## src/rtl/sst_pkg.sv

```systemverilog
// shared types, constants and the control program of the state space step block
package sst_pkg;

  localparam int NUM_STATES = 4;
  localparam int MaxStates  = 4;
  localparam int IdxW       = 2;
  localparam int NumW       = IdxW + 1;
  localparam int DataW      = 32;
  localparam int CoefW      = 16;
  localparam int DtW        = 16;
  localparam int RegW       = 64;
  localparam int CfgIdxW    = 3;
  localparam int OpAW       = DataW + 1;
  localparam int OpBW       = CoefW + 1;
  localparam int ProdW      = OpAW + OpBW;
  localparam int AccW       = ProdW + 2;
  localparam int CoefShift  = 12;
  localparam int DtShift    = 17;
  localparam int ProgLen    = 33;
  localparam int PcW        = $clog2(ProgLen);
  localparam logic [PcW-1:0] PcMeas = PcW'(29);

  typedef enum logic [CfgIdxW-1:0] {
    CFG_DYN0  = 3'd0,
    CFG_DYN1  = 3'd1,
    CFG_DYN2  = 3'd2,
    CFG_DYN3  = 3'd3,
    CFG_BGAIN = 3'd4,
    CFG_HGAIN = 3'd5,
    CFG_TSTEP = 3'd6
  } cfg_idx_e;

  typedef enum logic {OP_MAC, OP_LOAD} op_e;
  typedef enum logic [1:0] {A_U, A_X, A_DSUM} asel_e;
  typedef enum logic [1:0] {B_IN, B_DYN, B_MEAS, B_DT} bsel_e;
  typedef enum logic [2:0] {
    ACT_NONE, ACT_CLR, ACT_ACC, ACT_DLAST, ACT_UPD, ACT_MLAST
  } act_e;
  typedef enum logic [1:0] {JMP_NEXT, JMP_LOAD, JMP_END} jmp_e;

  typedef struct packed {
    op_e            op;
    asel_e          a_sel;
    bsel_e          b_sel;
    logic [IdxW-1:0] row;
    logic [IdxW-1:0] col;
    act_e           act;
    jmp_e           jmp;
    logic           wait_out;
    logic [PcW-1:0] target;
  } ucode_t;

  typedef struct packed {
    asel_e           a_sel;
    bsel_e           b_sel;
    logic [IdxW-1:0] row;
    logic [IdxW-1:0] col;
    act_e            act;
    logic            load_en;
  } sst_issue_t;

  typedef struct packed {
    logic [MaxStates-1:0][RegW-1:0] dyn;
    logic [RegW-1:0]                b_gain;
    logic [RegW-1:0]                h_gain;
    logic [DtW-1:0]                 dt;
  } sst_cfg_t;

  typedef struct packed {
    logic                    done;
    logic signed [DataW-1:0] meas;
  } sst_wb_t;

  function automatic ucode_t uw(op_e op, asel_e a, bsel_e b, int row, int col,
                                act_e act, jmp_e jmp, logic wt);
    ucode_t w;
    w.op       = op;
    w.a_sel    = a;
    w.b_sel    = b;
    w.row      = IdxW'(row);
    w.col      = IdxW'(col);
    w.act      = act;
    w.jmp      = jmp;
    w.wait_out = wt;
    w.target   = PcMeas;
    return w;
  endfunction

  // one word per step: load check, four derivative rows, state update, measurement
  function automatic ucode_t ucode_rom(logic [PcW-1:0] pc);
    ucode_t w;
    unique case (pc)
      6'd0:  w = uw(OP_LOAD, A_U, B_IN, 0, 0, ACT_NONE, JMP_LOAD, 1'b0);
      6'd1:  w = uw(OP_MAC, A_U, B_IN, 0, 0, ACT_CLR, JMP_NEXT, 1'b0);
      6'd2:  w = uw(OP_MAC, A_X, B_DYN, 0, 0, ACT_ACC, JMP_NEXT, 1'b0);
      6'd3:  w = uw(OP_MAC, A_X, B_DYN, 0, 1, ACT_ACC, JMP_NEXT, 1'b0);
      6'd4:  w = uw(OP_MAC, A_X, B_DYN, 0, 2, ACT_ACC, JMP_NEXT, 1'b0);
      6'd5:  w = uw(OP_MAC, A_X, B_DYN, 0, 3, ACT_DLAST, JMP_NEXT, 1'b0);
      6'd6:  w = uw(OP_MAC, A_U, B_IN, 1, 0, ACT_CLR, JMP_NEXT, 1'b0);
      6'd7:  w = uw(OP_MAC, A_X, B_DYN, 1, 0, ACT_ACC, JMP_NEXT, 1'b0);
      6'd8:  w = uw(OP_MAC, A_X, B_DYN, 1, 1, ACT_ACC, JMP_NEXT, 1'b0);
      6'd9:  w = uw(OP_MAC, A_X, B_DYN, 1, 2, ACT_ACC, JMP_NEXT, 1'b0);
      6'd10: w = uw(OP_MAC, A_X, B_DYN, 1, 3, ACT_DLAST, JMP_NEXT, 1'b0);
      6'd11: w = uw(OP_MAC, A_U, B_IN, 2, 0, ACT_CLR, JMP_NEXT, 1'b0);
      6'd12: w = uw(OP_MAC, A_X, B_DYN, 2, 0, ACT_ACC, JMP_NEXT, 1'b0);
      6'd13: w = uw(OP_MAC, A_X, B_DYN, 2, 1, ACT_ACC, JMP_NEXT, 1'b0);
      6'd14: w = uw(OP_MAC, A_X, B_DYN, 2, 2, ACT_ACC, JMP_NEXT, 1'b0);
      6'd15: w = uw(OP_MAC, A_X, B_DYN, 2, 3, ACT_DLAST, JMP_NEXT, 1'b0);
      6'd16: w = uw(OP_MAC, A_U, B_IN, 3, 0, ACT_CLR, JMP_NEXT, 1'b0);
      6'd17: w = uw(OP_MAC, A_X, B_DYN, 3, 0, ACT_ACC, JMP_NEXT, 1'b0);
      6'd18: w = uw(OP_MAC, A_X, B_DYN, 3, 1, ACT_ACC, JMP_NEXT, 1'b0);
      6'd19: w = uw(OP_MAC, A_X, B_DYN, 3, 2, ACT_ACC, JMP_NEXT, 1'b0);
      6'd20: w = uw(OP_MAC, A_X, B_DYN, 3, 3, ACT_DLAST, JMP_NEXT, 1'b0);
      6'd21: w = uw(OP_MAC, A_DSUM, B_DT, 0, 0, ACT_UPD, JMP_NEXT, 1'b0);
      6'd22: w = uw(OP_MAC, A_DSUM, B_DT, 1, 0, ACT_UPD, JMP_NEXT, 1'b0);
      6'd23: w = uw(OP_MAC, A_DSUM, B_DT, 2, 0, ACT_UPD, JMP_NEXT, 1'b0);
      6'd24: w = uw(OP_MAC, A_DSUM, B_DT, 3, 0, ACT_UPD, JMP_NEXT, 1'b0);
      6'd25: w = uw(OP_MAC, A_X, B_MEAS, 0, 0, ACT_NONE, JMP_NEXT, 1'b0);
      6'd26: w = uw(OP_MAC, A_X, B_MEAS, 0, 0, ACT_NONE, JMP_NEXT, 1'b0);
      6'd27: w = uw(OP_MAC, A_X, B_MEAS, 0, 0, ACT_NONE, JMP_NEXT, 1'b0);
      6'd28: w = uw(OP_MAC, A_X, B_MEAS, 0, 0, ACT_NONE, JMP_NEXT, 1'b0);
      6'd29: w = uw(OP_MAC, A_X, B_MEAS, 0, 0, ACT_CLR, JMP_NEXT, 1'b0);
      6'd30: w = uw(OP_MAC, A_X, B_MEAS, 0, 1, ACT_ACC, JMP_NEXT, 1'b0);
      6'd31: w = uw(OP_MAC, A_X, B_MEAS, 0, 2, ACT_ACC, JMP_NEXT, 1'b0);
      6'd32: w = uw(OP_MAC, A_X, B_MEAS, 0, 3, ACT_MLAST, JMP_END, 1'b1);
      default: w = uw(OP_MAC, A_X, B_MEAS, 0, 0, ACT_NONE, JMP_END, 1'b0);
    endcase
    return w;
  endfunction

  function automatic logic in_range(logic [IdxW-1:0] idx);
    return {1'b0, idx} < NumW'(NUM_STATES);
  endfunction

  function automatic logic signed [CoefW-1:0] lane(logic [RegW-1:0] r,
                                                   logic [IdxW-1:0] k);
    return r[CoefW*k +: CoefW];
  endfunction

  function automatic logic signed [DataW-1:0] sat32(logic signed [AccW-1:0] v);
    logic [AccW-DataW:0] top;
    top = v[AccW-1:DataW-1];
    if ((&top) || !(|top)) begin
      return v[DataW-1:0];
    end
    return v[AccW-1] ? {1'b1, {(DataW-1){1'b0}}} : {1'b0, {(DataW-1){1'b1}}};
  endfunction

endpackage

```

## src/rtl/sst_datapath.sv

```systemverilog
// shared multiply-accumulate datapath with state and derivative registers
module sst_datapath import sst_pkg::*; (
  input  logic                                  clk_i,
  input  logic                                  rst_ni,
  input  sst_issue_t                            issue_i,
  input  sst_cfg_t                              cfg_i,
  input  logic signed [DataW-1:0]               ctrl_i,
  input  logic [IdxW-1:0]                       load_idx_i,
  input  logic signed [DataW-1:0]               load_val_i,
  output sst_wb_t                               wb_o,
  output logic [MaxStates-1:0][DataW-1:0]       state_o
);

  logic signed [DataW-1:0] x_q     [MaxStates];
  logic signed [DataW-1:0] dprev_q [MaxStates];
  logic signed [DataW-1:0] dnew_q  [MaxStates];
  logic signed [ProdW-1:0] prod_q;
  logic signed [AccW-1:0]  acc_q;
  act_e                    act_q;
  logic [IdxW-1:0]         row_q;

  logic signed [OpAW-1:0]  op_a;
  logic signed [OpBW-1:0]  op_b;
  logic signed [CoefW-1:0] coef;
  logic                    row_ok, col_ok;
  logic signed [AccW-1:0]  acc_base, prod_ext, sum, sum_sh;
  logic signed [DataW-1:0] sum_sat;
  logic signed [OpAW:0]    upd_sum;
  logic signed [DataW-1:0] upd_sat;
  logic signed [ProdW-DtShift-1:0] inc;

  // operand select for the issuing control word
  always_comb begin
    row_ok = in_range(issue_i.row);
    col_ok = in_range(issue_i.col);
    coef   = '0;
    op_a   = '0;
    op_b   = '0;
    unique case (issue_i.a_sel)
      A_U:     op_a = {ctrl_i[DataW-1], ctrl_i};
      A_X:     op_a = col_ok ? {x_q[issue_i.col][DataW-1], x_q[issue_i.col]} : '0;
      A_DSUM:  op_a = {dprev_q[issue_i.row][DataW-1], dprev_q[issue_i.row]}
                    + {dnew_q[issue_i.row][DataW-1], dnew_q[issue_i.row]};
      default: op_a = '0;
    endcase
    unique case (issue_i.b_sel)
      B_IN:    coef = row_ok ? lane(cfg_i.b_gain, issue_i.row) : '0;
      B_DYN:   coef = (row_ok && col_ok) ? lane(cfg_i.dyn[issue_i.row], issue_i.col) : '0;
      B_MEAS:  coef = col_ok ? lane(cfg_i.h_gain, issue_i.col) : '0;
      default: coef = '0;
    endcase
    op_b = (issue_i.b_sel == B_DT) ? {1'b0, cfg_i.dt} : {coef[CoefW-1], coef};
  end

  // accumulate stage
  always_comb begin
    prod_ext = {{(AccW-ProdW){prod_q[ProdW-1]}}, prod_q};
    acc_base = (act_q == ACT_CLR) ? '0 : acc_q;
    sum      = acc_base + prod_ext;
    sum_sh   = sum >>> CoefShift;
    sum_sat  = sat32(sum_sh);
    inc      = prod_q[ProdW-1:DtShift];
    upd_sum  = {{2{x_q[row_q][DataW-1]}}, x_q[row_q]} + {inc[OpAW-1], inc};
    upd_sat  = sat32({{(AccW-OpAW-1){upd_sum[OpAW]}}, upd_sum});
  end

  always_ff @(posedge clk_i or negedge rst_ni) begin
    if (!rst_ni) begin
      act_q <= ACT_NONE;
    end else begin
      act_q <= issue_i.act;
    end
  end

  always_ff @(posedge clk_i) begin
    prod_q <= op_a * op_b;
    row_q  <= issue_i.row;
    if (act_q == ACT_CLR || act_q == ACT_ACC) begin
      acc_q <= sum;
    end
    if (act_q == ACT_DLAST && in_range(row_q)) begin
      dnew_q[row_q] <= sum_sat;
    end
  end

  always_ff @(posedge clk_i or negedge rst_ni) begin
    if (!rst_ni) begin
      for (int i = 0; i < MaxStates; i++) begin
        x_q[i]     <= '0;
        dprev_q[i] <= '0;
      end
    end else if (issue_i.load_en && in_range(load_idx_i)) begin
      x_q[load_idx_i] <= load_val_i;
    end else if (act_q == ACT_UPD && in_range(row_q)) begin
      x_q[row_q]     <= upd_sat;
      dprev_q[row_q] <= dnew_q[row_q];
    end
  end

  assign wb_o.done = (act_q == ACT_MLAST);
  assign wb_o.meas = sum_sat;

  always_comb begin
    for (int k = 0; k < MaxStates; k++) begin
      state_o[k] = x_q[k];
    end
  end

endmodule

```

## config.mk

```make
export PLATFORM = sky130hd
export DESIGN_NAME = sst_datapath
export DESIGN_NICKNAME = d
export VERILOG_FILES = /design/src/rtl/sst_pkg.sv /design/src/rtl/sst_datapath.sv
export SDC_FILE = /design/constraint.sdc
export NUM_CORES = 2
export LEC_CHECK = 0
export BUFFER_PORTS_ARGS = -buffer_cell sky130_fd_sc_hd__clkbuf_2
export CAP_MARGIN = 25
export CORE_MARGIN = 1
export CORE_UTILIZATION = 35
export DETAILED_ROUTE_END_ITERATION = 7
export PLACE_DENSITY = 0.59
export SKIP_CTS_REPAIR_TIMING = 1
export SYNTH_ARGS = -nofsm -noshare
export SYNTH_HDL_FRONTEND = slang
export SYNTH_SLANG_ARGS = --single-unit
```

## constraint.sdc

```tcl
create_clock -name clk_i -period 8.2 [get_ports clk_i]
set_clock_uncertainty 0.15 [all_clocks]
set_input_delay 0 -clock clk_i [delete_from_list [all_inputs] [get_ports clk_i]]
set_output_delay 0 -clock clk_i [all_outputs]
set_load 0.01 [all_outputs]
```

==> results.cfg <==
[clocking]
clockBufferDepth = 3
cts_max_level = 2
cts_tree = built
clk_pin_slew_ps = 60
cts_num_sinks = 491
numCtsBuffers = 57
clockRootBuffer = clkbuf_16
clock_latency_ps = 680

[flow_run]
drv_cap = 0

[sta]
maxSlewViolCount = 0
period_minus_slack_ps = 8850
fin_crit_sh_pct = 108
fmax_ghz = 0.113
rsz0062_at_grt = true
final_hold_viol_count = 6
fin_ws_ps = -651
slew_headroom_pct = 26.6
hold_ws_ps = -9.39
setup_viol = 24
tightest_slew_ps = 1070

[grt]
track_usage_pct = 30.4
grt_overflow = 0
antenna_found_initial = 60
grt_pass1_wl_mm = 323
grt_start_max_net_pins = 115
first_global_vias = 45119

[final_layout]
area_growth_pct = 27.7
stdcell_count = 8013
nets = 7304
drive_gt1_share_pct = 31.9
fillers = 13593
final_core_util_pct = 45.0

[critical_path]
end_kind = flop
r2r_slack_ps = -650
criticalPathCategory = reg2reg
critPathMaxFanout = 4
critPathRequiredTime_ps = 8650
cp.arrival_ps = 9300
reg2reg_depth = 34
cp-start-kind = flop
startpoint = dprev_q[5]
cp_slowest_stage_delay_ps = 570
timing.rr.start = dprev_q[5]
crit_end = prod_q[49]
cp_common_cell = fa_1
critPathSlowestCell = mux4_2
r2r_end = prod_q[49]

[place]
port_buffers = 640
dpl.hpwl_mm = 181
post-place-ws_ps = -909
gp_congestion = 1.10
placed_cells = 7809

[logic_synthesis]
synth_area_leaders = fa_1 21%, dfrtp_1 13%, edfxtp_1 11%, mux4_2 11%, ha_1 5.8%
ys_warn_count = 0
postSynthAreaPerCell_um2 = 10.1
ys_top_cells_by_count = 548 x inv_1, 540 x fa_1, 509 x nor2_1
ys_types = 97
async_reset_ff_share_pct = 52.7
synth.most_common_cell = inv_1
synth_cells = 4982
netlist_area_um2 = 50500
synth_enable_flop_cells = 180
mappedNetlistNets = 6237
ys_seq_area_share_pct = 25.6
ys.flop_type = dfrtp_1
ys_ff_latch = 491
synth_top_area_share_pct = 21.4
yosys.area.top_type = fa_1

[floorplan]
fp-row-count = 139
core-area_um2 = 143000
dieArea_um2 = 146000
die_width_um = 382
ioPinCount = 641
start_util_pct = 35.2
die_h_um = 382

[route]
via_per_inst = 5.66
post_drt_wl_per_cell_um = 28.0
dr_total_vias = 45328
drt_iter0_drc = 4272
drt_drc_violations_left = 0
wirelength_mm = 224
firstDrtPassIters = 6
ant_nets = 0

[min_path]
hp-class = in2reg

[run_status]
outcome = finished, violations left
violations = negative hold slack, negative setup slack
[area by class of cell]
| type | instances | area [µm²] | share of cell area (%) |
|---|---|---|---|
| tap | 1903 | 2380 | 3.69 |
| clock inverter | 37 | 478 | 0.741 |
| sequential | 491 | 12900 | 20.0 |
| antenna | 13 | 32.5 | 0.0504 |
| clock buffer | 70 | 1590 | 2.46 |
| multi-input combinational | 3631 | 35900 | 55.6 |
| timing repair buffer | 1317 | 9190 | 14.2 |
| inverter | 551 | 2070 | 3.21 |
[per-stage QoR]
step / instance area [µm²] / TNS [ps]
after floorplan: 51500 / -4420
after global placement: 60700 / -14130
after detailed placement: 60800 / -15900
after CTS: 62900 / -17270
after global routing: 64500 / -16190
final: 64500 / -9690
[cell usage in the layout, fill, tap and decap left out, drive strengths merged, types with 36 or more instances in the layout]
master       netlist  layout
mux4             240     240
nand4            118     118
nand2            499     499
ha               235     235
mux2i             43      43
o221ai            90      90
a22oi             39      39
a21o              82      82
a21oi            274     274
dfxtp             52      52
edfxtp           180     180
inv              550     555
buf               83     635
clkbuf           226     705
fa               540     540
a211oi            48      48
and2              49      49
dlygate4sd3        0      46
dfrtp            259     259
o21ai            124     124
nand2b            48      48
xnor2             91      91
nor4              36      36
nor2b             91      91
xor2              56      56
o21a              42      42
nor2             509     509
[how the worst min path moves through the flow]
stage	from	endpoint	slack (ps)	depth (start not counted)
floorplan	rst_ni	act_q[0]	-450	0
global placement	issue_i[2]	act_q[1]	-40	1
detailed placement	issue_i[1]	act_q[0]	-40	1
CTS	issue_i[1]	act_q[0]	-730	1
global route	load_idx_i[0]	state_o[102]	10	5
finish	load_idx_i[1]	state_o[33]	-9	5
[sequential cells by signal, indices dropped and copies added, names as in the netlist]
| register | count |
|---|---|
| acc_q | 52 |
| row_q | 2 |
| dprev_q | 128 |
| state_o | 128 |
| prod_q | 50 |
| dnew_q | 128 |
| act_q | 3 |
[critical path: cells and delay by family (launching register included)]
kind,cells,cell delay [ps]
buffers and inverters,4,380
AO/OA/AOI/OAI,16,3070
adder cells (fa/ha/maj),8,3490
XOR/XNOR,1,140
multiplexers,1,570
AND/OR/NAND/NOR,4,590
flip-flops,1,390
[cells by family after synthesis]
logic type	share of synthesized area, %
flip-flops	25.6
XOR/XNOR	2.55
AND/OR/NAND/NOR	13.4
AO/OA/AOI/OAI	12.5
buffers and inverters	6.58
multiplexers	12.1
adder cells (fa/ha/maj)	27.2
[layer usage]
layer / vias to the layer above / share of wire [%] / GRT usage [%]
li1: 19507 / - / -
met1: 23170 / 41 / 41.6
met2: 2203 / 44 / 46.5
met3: 410 / 10 / 8.55
met4: 38 / 3.8 / 9.09
met5: - / 0.14 / 0.331
Power is left out: the tool's default activity adds up to more than one toggle a clock period on the data nets, which glitch-free logic cannot reach.
